### src/rtl/core/uart8_pkg.sv
`timescale 1ns / 1ps
// ----------------------------------------------------------------------------
// uart8_pkg: shared types and constants of the 8n1 transceiver
// Timer width, bit period limits, frame lengths and the status records passed
// between the receiver, the transmitter and the top level.
// ----------------------------------------------------------------------------
package uart8_pkg;

  localparam int TIMER_WIDTH = 16;
  localparam int CFG_WIDTH   = 16;

  typedef logic [TIMER_WIDTH-1:0] ticks_t;
  typedef logic [3:0]             bit_count_t;

  localparam longint TIMER_MAX       = (64'd1 << TIMER_WIDTH) - 64'd1;
  localparam longint BIT_TICKS_RESET = 5208;
  localparam longint MIN_BIT_TICKS   = 2;
  localparam ticks_t BIT_TICKS_INIT  =
    ticks_t'((BIT_TICKS_RESET > TIMER_MAX) ? TIMER_MAX : BIT_TICKS_RESET);
  localparam ticks_t TICKS_ONE       = ticks_t'(1);

  localparam bit_count_t RX_SAMPLES = 4'd9;
  localparam bit_count_t TX_BITS    = 4'd10;

  typedef enum logic [1:0] {
    ACT_TICK = 2'd0,
    ACT_LOAD = 2'd1,
    ACT_TAKE = 2'd2
  } action_t;

  typedef struct packed {
    logic [7:0] data;
    logic       full;
  } rx_status_t;

  typedef struct packed {
    logic line;
    logic busy;
  } tx_status_t;

  typedef struct packed {
    logic       tx_line;
    logic [7:0] rx_byte;
    logic       rx_ready;
    logic       tx_busy;
  } result_t;

endpackage

### src/rtl/core/uart8_rx.sv
`timescale 1ns / 1ps
// ----------------------------------------------------------------------------
// uart8_rx: 8n1 receiver
// Detects a start edge, samples mid bit once per bit period and latches the
// data byte after the ninth sample. Status shows the state after this tick.
// ----------------------------------------------------------------------------
module uart8_rx (
  input  logic                clk,
  input  logic                rst,
  input  logic                step,
  input  logic                take,
  input  logic                line,
  input  uart8_pkg::ticks_t   bit_ticks,
  output uart8_pkg::rx_status_t status
);
  import uart8_pkg::*;

  logic       prev_level, prev_level_next;
  logic [8:0] shift, shift_next;
  bit_count_t count, count_next;
  ticks_t     timer, timer_next;
  logic [7:0] data, data_next;
  logic       full, full_next;

  always_comb begin
    prev_level_next = line;
    shift_next      = shift;
    count_next      = count;
    timer_next      = timer;
    data_next       = data;
    full_next       = take ? 1'b0 : full;
    if (count != '0) begin
      if (timer <= TICKS_ONE) begin
        timer_next = bit_ticks;
        shift_next = {line, shift[8:1]};
        if (count >= RX_SAMPLES) begin
          // ninth sample: start bit drops out at the bottom
          data_next  = shift_next[8:1];
          full_next  = 1'b1;
          count_next = '0;
        end else begin
          count_next = count + 4'd1;
        end
      end else begin
        timer_next = timer - TICKS_ONE;
      end
    end else if (prev_level && !line) begin
      count_next = 4'd1;
      shift_next = '0;
      timer_next = bit_ticks >> 1;
    end
  end

  always_ff @(posedge clk) begin
    if (rst) begin
      prev_level <= 1'b1;
      shift      <= '0;
      count      <= '0;
      timer      <= '0;
      data       <= '0;
      full       <= 1'b0;
    end else if (step) begin
      prev_level <= prev_level_next;
      shift      <= shift_next;
      count      <= count_next;
      timer      <= timer_next;
      data       <= data_next;
      full       <= full_next;
    end
  end

  assign status.data = data_next;
  assign status.full = full_next;

endmodule

### src/rtl/core/uart8_tx.sv
`timescale 1ns / 1ps
// ----------------------------------------------------------------------------
// uart8_tx: 8n1 transmitter
// Loads start, data and stop bits and shifts one bit out per bit period.
// Status shows the line level and busy flag after this tick.
// ----------------------------------------------------------------------------
module uart8_tx (
  input  logic                clk,
  input  logic                rst,
  input  logic                step,
  input  logic                load,
  input  logic [7:0]          data,
  input  uart8_pkg::ticks_t   bit_ticks,
  output uart8_pkg::tx_status_t status
);
  import uart8_pkg::*;

  logic [9:0] shift, shift_next;
  bit_count_t count, count_next;
  ticks_t     timer, timer_next;

  always_comb begin
    shift_next = shift;
    count_next = count;
    timer_next = timer;
    if (load) begin
      // a load while busy drops the frame in flight
      shift_next = {1'b1, data, 1'b0};
      count_next = 4'd1;
      timer_next = bit_ticks;
    end else if (count != '0) begin
      if (timer <= TICKS_ONE) begin
        timer_next = bit_ticks;
        shift_next = {1'b1, shift[9:1]};
        count_next = (count >= TX_BITS) ? '0 : count + 4'd1;
      end else begin
        timer_next = timer - TICKS_ONE;
      end
    end
  end

  always_ff @(posedge clk) begin
    if (rst) begin
      shift <= '1;
      count <= '0;
      timer <= '0;
    end else if (step) begin
      shift <= shift_next;
      count <= count_next;
      timer <= timer_next;
    end
  end

  assign status.line = shift_next[0];
  assign status.busy = (count_next != '0);

endmodule

### src/rtl/core/uart8_n1_transceiver.sv
`timescale 1ns / 1ps
// ----------------------------------------------------------------------------
// uart_8n1_transceiver: tick driven 8n1 serial transceiver
// One input transaction is one clock tick of the serial timing; every tick
// gives one result carrying the line and status after that tick.
//
//   channel  handshake               payload
//   in       in_valid / in_ready     action, rx_line, tx_byte
//   out      out_valid / out_ready   tx_line, rx_byte, rx_ready, tx_busy
//   cfg      cfg_valid / cfg_ready   cfg_data (bit_ticks)
//
// one transaction per cycle while in_ready is high; a result is registered
// into the output register, or into the skid entry while the output stalls.
// receiver and transmitter each update in a single pass. a two entry output
// stage (output register plus skid) keeps in_ready a pure register, so input
// is taken while one result waits on a stalled output. rst is synchronous;
// bit_ticks comes out of reset at 5208, cfg_ready is always high.
// ----------------------------------------------------------------------------
module uart_8n1_transceiver (
  input  logic       clk,
  input  logic       rst,
  input  logic       in_valid,
  output logic       in_ready,
  input  logic [1:0] action,
  input  logic       rx_line,
  input  logic [7:0] tx_byte,
  output logic       out_valid,
  input  logic       out_ready,
  output logic       tx_line,
  output logic [7:0] rx_byte,
  output logic       rx_ready,
  output logic       tx_busy,
  input  logic       cfg_valid,
  output logic       cfg_ready,
  input  logic [uart8_pkg::CFG_WIDTH-1:0] cfg_data
);
  import uart8_pkg::*;

  ticks_t      bit_ticks, bit_ticks_next;
  logic [32:0] cfg_wide;
  logic        push, pop;
  rx_status_t  rx_status;
  tx_status_t  tx_status;
  result_t     res_new, out_res, skid_res;
  logic        skid_valid;

  assign cfg_ready = 1'b1;
  assign cfg_wide  = 33'(cfg_data);

  // clamp written period into the timer range
  always_comb begin
    priority if (cfg_wide < 33'(MIN_BIT_TICKS)) begin
      bit_ticks_next = ticks_t'(MIN_BIT_TICKS);
    end else if (cfg_wide > 33'(TIMER_MAX)) begin
      bit_ticks_next = ticks_t'(TIMER_MAX);
    end else begin
      bit_ticks_next = ticks_t'(cfg_wide);
    end
  end

  always_ff @(posedge clk) begin
    if (rst) begin
      bit_ticks <= BIT_TICKS_INIT;
    end else if (cfg_valid && cfg_ready) begin
      bit_ticks <= bit_ticks_next;
    end
  end

  assign in_ready = !skid_valid;
  assign push     = in_valid && in_ready;
  assign pop      = out_valid && out_ready;

  uart8_rx u_rx (
    .clk       (clk),
    .rst       (rst),
    .step      (push),
    .take      (action == ACT_TAKE),
    .line      (rx_line),
    .bit_ticks (bit_ticks),
    .status    (rx_status)
  );

  uart8_tx u_tx (
    .clk       (clk),
    .rst       (rst),
    .step      (push),
    .load      (action == ACT_LOAD),
    .data      (tx_byte),
    .bit_ticks (bit_ticks),
    .status    (tx_status)
  );

  assign res_new.tx_line  = tx_status.line;
  assign res_new.rx_byte  = rx_status.data;
  assign res_new.rx_ready = rx_status.full;
  assign res_new.tx_busy  = tx_status.busy;

  always_ff @(posedge clk) begin
    if (rst) begin
      out_valid  <= 1'b0;
      skid_valid <= 1'b0;
    end else if (!out_valid || pop) begin
      if (skid_valid) begin
        out_valid  <= 1'b1;
        skid_valid <= push;
      end else begin
        out_valid  <= push;
        skid_valid <= 1'b0;
      end
    end else if (push) begin
      skid_valid <= 1'b1;
    end
  end

  always_ff @(posedge clk) begin
    if (!out_valid || pop) begin
      if (skid_valid) begin
        out_res  <= skid_res;
        skid_res <= res_new;
      end else begin
        out_res <= res_new;
      end
    end else if (push) begin
      skid_res <= res_new;
    end
  end

  assign tx_line  = out_res.tx_line;
  assign rx_byte  = out_res.rx_byte;
  assign rx_ready = out_res.rx_ready;
  assign tx_busy  = out_res.tx_busy;

`ifndef ASSERT_OFF
  a_skid_behind_out: assert property (@(posedge clk) disable iff (rst)
    skid_valid |-> out_valid)
    else $error("skid entry held without an output entry");

  a_idle_line_high: assert property (@(posedge clk) disable iff (rst)
    (out_valid && !out_res.tx_busy) |-> out_res.tx_line)
    else $error("transmit line low while transmitter idle");

  a_period_floor: assert property (@(posedge clk) disable iff (rst)
    bit_ticks >= ticks_t'(MIN_BIT_TICKS))
    else $error("bit period below minimum");
`endif

endmodule
### config.mk
export PLATFORM = sky130hd
export DESIGN_NAME = uart_8n1_transceiver
export DESIGN_NICKNAME = d
export VERILOG_FILES = /design/src/rtl/core/uart8_pkg.sv /design/src/rtl/core/uart8_rx.sv /design/src/rtl/core/uart8_tx.sv /design/src/rtl/core/uart8_n1_transceiver.sv
export SDC_FILE = /design/constraint.sdc
export NUM_CORES = 1
export LEC_CHECK = 0
export ABC_AREA = 1
export BUFFER_PORTS_ARGS = -buffer_cell sky130_fd_sc_hd__clkbuf_2
export CAP_MARGIN = 20
export CORE_MARGIN = 10
export CORE_UTILIZATION = 30
export DETAILED_ROUTE_END_ITERATION = 8
export GPL_ROUTABILITY_DRIVEN = 0
export GPL_TIMING_DRIVEN = 1
export PLACE_DENSITY = 0.51
export SETUP_SLACK_MARGIN = 0.3
export SYNTH_ARGS = -nofsm -noshare
export SYNTH_HDL_FRONTEND = slang
export SYNTH_SLANG_ARGS = --single-unit
### constraint.sdc
create_clock -name clk -period 1.6 [get_ports clk]
set_input_delay 0.24 -clock clk [delete_from_list [all_inputs] [get_ports clk]]
set_output_delay 0.24 -clock clk [all_outputs]
set_load 0.05 [all_outputs]
# After elaboration in Yosys (flattened, before gate mapping)
# Cells that the tools add are included.
[word_totals]
ff_bits = 109
out_inout_bits = 14
word_cells = 91
[classes]
add_sub_neg = 4
n_lt_le_gt_ge = 6
eq_ne = 4
muxes = 37
n_reduce_logical = 19
[op_table]
columns = ["operator", "count"]
rows = [
  ["$mux 16", 8],
  ["$mux 11", 4],
  ["$le 16x1->1 const B", 2],
  ["$mux 4", 8],
  ["$sub 16x1->16 const B", 2],
  ["$mux 10", 3],
  ["$mux 9", 3],
  ["$mux 8", 3],
  ["$gt 16x16->1 const B", 1],
  ["$lt 16x2->1 const B", 1],
  ["$reduce_bool 4->1", 3],
  ["$add 4x1->4 const B", 2],
  ["$ge 4x4->1 const B", 2],
  ["$mux 1", 8],
  ["$reduce_bool 2->1", 4],
  ["$reduce_and 2->1", 3],
  ["$reduce_and 3->1", 2],
  ["$ne 2x2->1 const B", 2],
  ["$logic_and 1x1->1", 3],
  ["$logic_not 1->1", 3],
  ["$eq 2x1->1 const B", 1],
  ["$eq 2x2->1 const B", 1],
  ["$logic_or 1x1->1", 1],
]

# Longest topological paths before layout
# Gate-level depths: netlist of run 1.
[logic_depth]
depth_word = 8
depth_mapped = 15
ltp_nobuf = 14

# Modules after synthesis
# From an unflattened synthesis of run 1, not the netlist that was laid out.
[unflattened]
cells_unflattened = 906
hier_area_um2 = 6316.1
[by_module_without_submodules]
columns = ["module", "instances", "cells_per_inst", "area_per_inst_um2", "seq_area_each_um2"]
rows = [
  ["uart8_rx", 1, 394, 2592.5, 740.7],
  ["uart8_tx", 1, 351, 2164.6, 600.6],
  ["uart_8n1_transceiver", 1, 161, 1559.0, 1021.0],
]

# Worst setup path before layout of run 1
# No wires, ideal clock.
[synth_path]
kind = "register -> register"
start = "reg out_valid"
end = "reg skid_res[0] (netlist name) (enable)"
setup_time_ns = 0.394
arrival_time_ns = 1.451
path_slack_ns = -0.245
stages_incl_launch_ff = 4
path_buffers = 0
synth_period_minus_slack_ns = 1.845
cell_sequence = "dfxtp_1 -> inv_1 -> nor2_1 -> o21ai_0"
[synth_via]
elab_chain_cells = 4
elab_cells_between_ends = 6
classes_between = "eq/ne: 1; reduce/logical: 5"
[synth_lines]
columns = ["element", "line_no", "source"]
rows = [
  ["start, declared", "uart8_n1_transceiver.sv:27", "output logic out_valid,"],
  ["start signal, assigned", "uart8_n1_transceiver.sv:107", "out_valid <= push;"],
  ["$logic_not 1->1 / $logic_and 1x1->1 (equally long branches)", "uart8_n1_transceiver.sv:116, uart8_n1_transceiver.sv:71", ""],
  ["$logic_or 1x1->1 *", "uart8_n1_transceiver.sv:116", "if (!out_valid || pop) begin"],
  ["$ne 2x2->1 (no line) / $reduce_bool 2->1 (equally long branches)", "-", ""],
  ["$reduce_and 2->1 (no line) *", "-", ""],
  ["end signal, assigned", "uart8_n1_transceiver.sv:119", "skid_res <= res_new;"],
  ["end signal, assigned", "uart8_n1_transceiver.sv:124", "skid_res <= res_new;"],
  ["end, declared", "uart8_n1_transceiver.sv:44", "result_t res_new, out_res, skid_res;"],
]
# Every way passes the cells marked *; elsewhere a longest branch is shown, timed or not.
# A chain may end at the register's enable or synchronous reset.

# Worst setup path after layout of run 1
[layout_path]
start = "reg u_tx.timer[0]"
end = "reg out_res (netlist bit tx_busy) (data pin)"
[layout_via]
elab_chain_cells = 6
[layout_lines]
columns = ["element", "line_no", "source"]
rows = [
  ["start, declared", "uart8_tx.sv:20", "ticks_t timer, timer_next;"],
  ["start signal, assigned", "uart8_tx.sv:50", "timer <= timer_next;"],
  ["$le 16x1->1", "uart8_tx.sv:32", "if (timer <= TICKS_ONE) begin"],
  ["$mux 4", "uart8_tx.sv:32", ""],
  ["$mux 4", "uart8_tx.sv:31", "end else if (count != '0) begin"],
  ["$mux 4", "uart8_tx.sv:26", "if (load) begin"],
  ["$reduce_bool 4->1", "uart8_tx.sv:55", "assign status.busy = (count_next != '0);"],
  ["$mux 11", "uart8_n1_transceiver.sv:117", "if (skid_valid) begin"],
  ["end signal, assigned", "uart8_n1_transceiver.sv:118", "out_res <= skid_res;"],
  ["end signal, assigned", "uart8_n1_transceiver.sv:121", "out_res <= res_new;"],
  ["end, declared", "uart8_n1_transceiver.sv:44", ""],
]
# Every way passes these cells.

==> Implementation_results.wiki, run 1 <==
{| class="wikitable"
! Metric !! Value
|-
| Overall global routing resource usage || 0.139
|-
| Post-synth top cells || 169 x nand2_1, 90 x inv_1, 86 x a21oi_1
|-
| Post-layout worst setup margin || -0.122 ns
|-
| First-pass GRT wire length || 28.1 mm
|-
| Final net count || 1004
|-
| Master cell of the clock root buffer || clkbuf_16
|-
| Clock period minus worst slack || 1.72 ns
|-
| Upper clock frequency limit || 0.581 GHz
|-
| Via count normalized by instance count || 4.77
|-
| Detailed-route DRC error count || 0
|-
| Final setup violating endpoints || 64
|-
| Routed met1 length || 8.56 mm
|-
| Antenna diode count || 0
|-
| Fraction of final layout cells sized beyond drive strength 1 || 0.446
|-
| Cells taking the most area after synthesis || dfxtp_1 30%, edfxtp_1 12%, nand2_1 11%
|-
| Number of antenna violations at the first check in global routing || 0
|-
| Number of buffers inserted by port buffering || 44
|-
| Overall routed net length || 17.6 mm
|-
| Total power density per cell area || 1360 nW/um2
|-
| Unrepaired setup endpoints after global routing || yes
|-
| CTS clk-pin slew, worst paths || 0.08 ns
|-
| Crit path max-delay cell type || dfxtp_4
|-
| CP max FO || 3
|-
| H-tree depth reported by CTS || 3
|-
| Most frequently used flop master after synthesis || dfxtp_1
|-
| Netlist Area Pre-Place || 5700 um2
|-
| Gr ovfl total || 0
|-
| WL met3 || 910 um
|-
| Post-synth cell types || 42
|-
| Number of hold-repair buffers added at the cts stage || 0
|-
| Highest routing layer actually used || met4
|-
| Share of the clock period used by the worst path || 1.08
|-
| Clock buffer count from CTS || 9
|-
| DRT iter0 DRCs || 342
|-
| Pin count of the biggest net entering global routing || 49
|-
| Kind of path behind the tightest hold check || in -> reg
|-
| Final Core Density || 0.474
|-
| Cell taking the most area after synthesis || dfxtp_1
|-
| Sequential cell area fraction in the yosys report || 0.414
|-
| DR pass1 iterations || 5
|-
| Clock sink count || 107
|-
| Count of flip-flops with a built-in enable after synthesis || 22
|-
| Startpoint kind of the worst setup timing path || register
|-
| Critical Path End Type || register
|-
| Max-slew violation count || 0
|-
| Rows || 50
|-
| Die outline area || 24900 um2
|-
| Max-cap violations || 0
|-
| Number of fillers in the final layout || 1810
|-
| Most repeated cell in the gate-level netlist after synthesis || nand2_1
|-
| Non-filler cells, final || 1201
|-
| Post-route clock skew || 0.00892 ns
|-
| Worst path required time || 1.72 ns
|-
| Number of register bits inferred by synthesis || 107
|-
| Routed length on met2 || 7.86 mm
|-
| Number of warnings reported in the yosys synthesis log || 0
|-
| Synthesized net count || 836
|-
| Total Negative Setup Slacks || -3.14 ns
|-
| Fin. Hold Viols || 0
|-
| Overall via count from detail_route || 5727
|-
| Die height || 158 um
|-
| Per-instance average area after synthesis || 7.18 um2
|-
| TritonCTS clock tree || done
|-
| Proportion of synthesized flip-flops having asynchronous set or reset || 0
|-
| Cells after synthesis || 794
|-
| Top-area cell type share of the netlist area || 0.299
|-
| Area inside the core boundary || 18700 um2
|-
| P&R area growth vs syn || 55.5%
|-
| Worst-Skew Late Latency || 0.36 ns
|-
| Cell-by-cell listing of the critical path || inv_4 > ha_4 > inv_2 > nand2_2 > nand2_2 > nor2_4 > nand3_4 > nor2_4 > nor2_2 > nor2_2 > nand2_1 > o21ai_1 > nand2_1
|-
| Critical path data arrival time || 1.84 ns
|-
| Max IR drop VDD || 0.000643 V
|-
| Boundary Pins || 46
|-
| Starting density of the core || 0.305
|-
| Violations in the final reports || negative setup slack
|-
| Number of global-route vias before repair || 5536
|-
| Start-to-end type of the worst setup path || reg -> reg
|-
| Chip Width || 158 um
|-
| Leakage power || 3.84 nW
|-
| Clock tree buffer depth || 2
|-
| Peak per-stage delay on the critical path || 0.37 ns
|-
| Number of nets with antenna violations after detailed routing || 0
|-
| Estimated wirelength of the detail-placed design || 11.6 mm
|-
| Cell Count Post-Placement || 1142
|-
| Drt wl/cell || 14.7 um
|-
| Final worst hold slack || 0.125 ns
|-
| Status || finished, violations left
|}
-- area by class of cell --
cell class | instances | area (um2) | area share
multi-input cells | 559 | 3750 | 0.423
inverters | 96 | 437 | 0.0493
well taps | 234 | 293 | 0.0330
repair buffers | 188 | 1690 | 0.191
clock inverters | 7 | 68.8 | 0.00776
repair inverters | 1 | 8.76 | 0.000988
flip-flops and latches | 107 | 2390 | 0.270
clock buffers | 9 | 225 | 0.0254
-- kinds of logic (layout without fill, tap and decap cells) --
group,Yosys count,in the layout,share of synthesized area
xor gates and xnor gates,11,11,0.0169
AOI/OAI and AO/OA,187,188,0.182
buffers and inverters,130,301,0.0966
other,1,1,0.000658
adders and majority gates,10,10,0.0219
and+or+nand+nor,348,349,0.268
DFF,107,107,0.414
-- layer usage --
metal | track usage | vias to the layer above
met4 | 0.0401 | 0
met1 | 0.187 | 2647
met5 | 0 | -
met3 | 0.0304 | 21
met2 | 0.219 | 106
li1 | - | 2953
-- final timing paths --
check	startpoint	end	slack, ns	cells past startpoint
worst max-delay path	u_tx.timer[0]	tx_busy	-0.12	13
worst min-delay path	cfg_data[0]	bit_ticks[0]	0.13	3
worst max register to register	u_tx.timer[0]	tx_busy	-0.12	13
worst min register to register	u_tx.shift[9]	u_tx.shift[9]	0.46	2
-- where the power goes --
part	internal, W	switching, W
logic	0.00294	0.00348
clock network	0.00110	0.00116
registers	0.00312	0.000275
-- sequential cells by signal, indices dropped and copies added, names as in the netlist --
signal           flops
bit_ticks           16
u_rx.timer          16
u_tx.timer          16
skid_res            11
u_tx.shift          10
rx_byte              8
u_rx.data            8
u_rx.shift           7
u_rx.count           4
u_tx.count           4
out_valid            1
rx_ready             1
skid_valid           1
tx_busy              1
tx_line              1
u_rx.full            1
u_rx.prev_level      1
-- critical path, delay by kind of cell, from the launching register on --
kind                       cells  cell delay [ns]
DFF                            1             0.37
buffers and inverters          2             0.10
AOI/OAI and AO/OA              1             0.13
adders and majority gates      1             0.13
and+or+nand+nor                9             0.75
-- metrics by stage --
step | worst slack (ns) | power, W | area, um2
after floorplan | -0.0862 | 0.00632 | 6000
after global placement | -0.115 | 0.00778 | 7140
after detailed placement | -0.161 | 0.00778 | 7140
after CTS | -0.113 | 0.0111 | 8110
after global routing | -0.251 | 0.0128 | 8870
final | -0.122 | 0.0121 | 8870
-- cell usage in the layout (no fill, tap or decap), types with 5 or more instances in the layout --
cell       synthesis  routed
nand2_1          169     135
buf_4              2      99
inv_1             90      69
dfxtp_1           85      68
nor2_1            82      59
a21oi_1           86      52
clkbuf_2           0      43
nand2_2           13      35
a21oi_2            0      30
buf_6              3      25
o21ai_0           48      24
nand3_1           40      22
edfxtp_1          22      22
o21ai_1           17      19
nor2_4             2      18
o21ai_2            8      17
nand3_2            2      16
o21ai_4            0      14
clkbuf_16          0      14
nor2_2             6      13
o211ai_1          13      13
dfxtp_2            0      13
nor3_1            14      11
buf_12             1      10
inv_2              2       9
nand2_4            1       9
inv_4              1       9
nand4_1            8       8
xor2_1            10       8
a211oi_1           9       8
ha_4               0       6
nand2_8            0       5
-- timing repair --
item | in CTS | in global routing
pin swaps | 37 | 57
endpoints found under the setup margin | 100 | 113
gates cloned | 7 | 4
resized for setup | 105 | 158
setup buffers | 18 | 14
Power figures use the tool's default switching activity.
==> run 2: changes to the inputs <==
--- a/config.mk
+++ b/config.mk
@@ -9,11 +9,11 @@
 export BUFFER_PORTS_ARGS = -buffer_cell sky130_fd_sc_hd__clkbuf_2
 export CAP_MARGIN = 20
 export CORE_MARGIN = 10
-export CORE_UTILIZATION = 30
+export CORE_UTILIZATION = 55
 export DETAILED_ROUTE_END_ITERATION = 8
 export GPL_ROUTABILITY_DRIVEN = 0
 export GPL_TIMING_DRIVEN = 1
-export PLACE_DENSITY = 0.51
+export PLACE_DENSITY = 0.78
 export SETUP_SLACK_MARGIN = 0.3
 export SYNTH_ARGS = -nofsm -noshare
 export SYNTH_HDL_FRONTEND = slang
==> constraint.sdc (replaced) <==
create_clock -name clk -period 2.2 [get_ports clk]
set_input_delay 0.33 -clock clk [delete_from_list [all_inputs] [get_ports clk]]
set_output_delay 0.33 -clock clk [all_outputs]
set_load 0.05 [all_outputs]
==> run 2 against run 1 <==
The flow now finishes without violations. First-iteration DRC count up 33%. Total power decreased by 47%. Core utilization increased by 16 points. Register-to-register slack gained 0.47 ns. Sequential power down 27%. Clock-buffer cell count unchanged. Design area fell by 27%. Worst setup slack improved by 0.47 ns. Final cell count decreased by 18%. Non-clock buffer count shrank 120. Via count decreased by 6.0%. Critical endpoint unchanged. Largest power group unchanged.
==> Implementation_results.wiki, run 2 (synthesis results as in run 1) <==
{| class="wikitable"
! Metric !! Value
|-
| Master cell of the clock root buffer || clkbuf_8
|-
| First-pass GRT wire length || 23.4 mm
|-
| DRT iter0 DRCs || 454
|-
| Start point of the critical path || u_tx.timer[0]
|-
| Start-to-end type of the worst setup path || reg -> reg
|-
| Leading registers by flop count || bit_ticks (16), u_rx.timer (16), u_tx.timer (16)
|-
| Kind of path behind the tightest hold check || in -> reg
|-
| Post-route cell area || 6500 um2
|-
| Clock sink count || 107
|-
| Gr ovfl total || 0
|-
| Pin count of the biggest net entering global routing || 49
|-
| Rows || 37
|-
| Fraction of final layout cells sized beyond drive strength 1 || 0.178
|-
| Max-cap violations || 0
|-
| Estimated wirelength of the detail-placed design || 9.96 mm
|-
| Total Negative Setup Slacks || 0 ns
|-
| Starting density of the core || 0.557
|-
| DR pass1 iterations || 5
|-
| Overall global routing resource usage || 0.189
|-
| Upper clock frequency limit || 0.540 GHz
|-
| Critical path data arrival time || 2.00 ns
|-
| Share of the clock period used by the worst path || 0.842
|-
| Die outline area || 14800 um2
|-
| Leakage power || 2.91 nW
|-
| Unrepaired setup endpoints after global routing || yes
|-
| Boundary Pins || 46
|-
| CTS clk-pin slew, worst paths || 0.10 ns
|-
| FF-to-FF End || tx_busy
|-
| Via count normalized by instance count || 5.49
|-
| Worst reg2reg path depth || 13
|-
| Number of buffers inserted by port buffering || 44
|-
| Antenna diode count || 0
|-
| Final net count || 881
|-
| Number of hold-repair buffers added at the cts stage || 0
|-
| Total power density per cell area || 989 nW/um2
|-
| Most used cells in the layout excluding fill and tap cells || 165 x nand2_1, 86 x inv_1, 85 x a21oi_1
|-
| Number of nets with antenna violations after detailed routing || 0
|-
| H-tree depth reported by CTS || 3
|-
| Die height || 122 um
|-
| Startpoint kind of the worst setup timing path || register
|-
| Launch point of the worst reg-to-reg path || u_tx.timer[0]
|-
| Clock period minus worst slack || 1.85 ns
|-
| Status || completed
|-
| Overall routed net length || 14.2 mm
|-
| TritonCTS clock tree || done
|-
| Overall via count from detail_route || 5383
|-
| Detailed-route DRC error count || 0
|-
| Cell area reported after detailed placement || 6010 um2
|-
| Worst-Skew Late Latency || 0.38 ns
|-
| Max-slew violation count || 0
|-
| Critical Path End Type || register
|-
| Setup slack, reg-to-reg || 0.35 ns
|-
| Fin. Hold Viols || 0
|-
| Drt wl/cell || 14.4 um
|-
| Max IR drop VDD || 0.000495 V
|-
| CP max FO || 3
|-
| Chip Width || 122 um
|-
| P&R area growth vs syn || 14.1%
|-
| Number of global-route vias before repair || 4968
|-
| CP Capture Point || tx_busy
|-
| Number of antenna violations at the first check in global routing || 0
|-
| Clock buffer count from CTS || 9
|-
| Most common library cell in the layout ignoring fill and taps || nand2_1
|-
| Final setup violating endpoints || 0
|-
| Least-Margin Pin Slew || 0.543 ns
|-
| Area inside the core boundary || 10200 um2
|-
| Clock tree buffer depth || 2
|-
| Post-route clock skew || 0.00931 ns
|-
| Worst path required time || 2.34 ns
|-
| Worst slew slack as a fraction of its limit || 0.638
|}
-- run 2: area by class of cell --
| class | instances | area (um2) |
|---|---|---|
| Fill cell | 902 | 3730 |
| Inverter | 96 | 387 |
| Sequential cell | 107 | 2370 |
| Timing Repair Buffer | 68 | 437 |
| Tap cell | 136 | 170 |
| Multi-Input combinational cell | 557 | 2910 |
| Clock buffer | 9 | 124 |
| Clock inverter | 7 | 101 |
-- run 2: repair_timing --
item / 4_1_cts / 5_1_grt
buffers inserted: 4 / 6
endpoints found under the setup margin: 34 / 62
pin swaps: 2 / 13
gates cloned: 0 / 0
resized for setup: 12 / 40
-- run 2: worst min-delay path by stage --
stage                     depth (start not counted)            end     startpoint
after global placement                            2  u_tx.shift[4]  u_tx.shift[4]
final                                             3   bit_ticks[0]    cfg_data[0]
after CTS                                         3   bit_ticks[0]    cfg_data[0]
after global routing                              3   bit_ticks[0]    cfg_data[0]
after floorplan                                   2  u_tx.shift[9]  u_tx.shift[9]
after detailed placement                          2  u_tx.shift[3]  u_tx.shift[3]
-- run 2: worst max-delay path: stages, from the launching register on --
cell	delay [ns]
dfxtp_4	0.38
inv_4	0.07
ha_4	0.14
inv_2	0.04
nand2_2	0.06
nand2_2	0.06
nor2_4	0.15
nand3_4	0.13
nor2_4	0.14
nor2_2	0.06
nor2_2	0.15
nand2_1	0.07
o21ai_1	0.11
nand2_1	0.07
-- run 2: stage by stage --
stage / setup slack, ns / util / instances / hold WS [ns] / total power [W]
global route: 0.229 / 0.636 / 980 / 0.183 / 0.00688
detailed placement: 0.158 / 0.588 / 954 / 0.452 / 0.00483
CTS: 0.278 / 0.618 / 974 / 0.176 / 0.00625
global placement: 0.217 / 0.588 / 954 / 0.438 / 0.00478
finish: 0.348 / 0.636 / 980 / 0.173 / 0.00643
floorplan: 0.355 / - / 794 / 0.428 / 0.00433
-- run 2: power breakdown --
group	total [W]	switching, W	internal (W)
combinational	0.00260	0.00171	0.000893
sequential	0.00247	0.000209	0.00226
clock	0.00136	0.000709	0.000651
-- run 2: layer usage --
metal	vias to the layer above	part of all wire	global-route usage
met5	-	0	0
met1	2491	0.45	0.244
met3	21	0.062	0.0412
met4	0	0.017	0.0522
met2	174	0.47	0.313
li1	2697	-	-
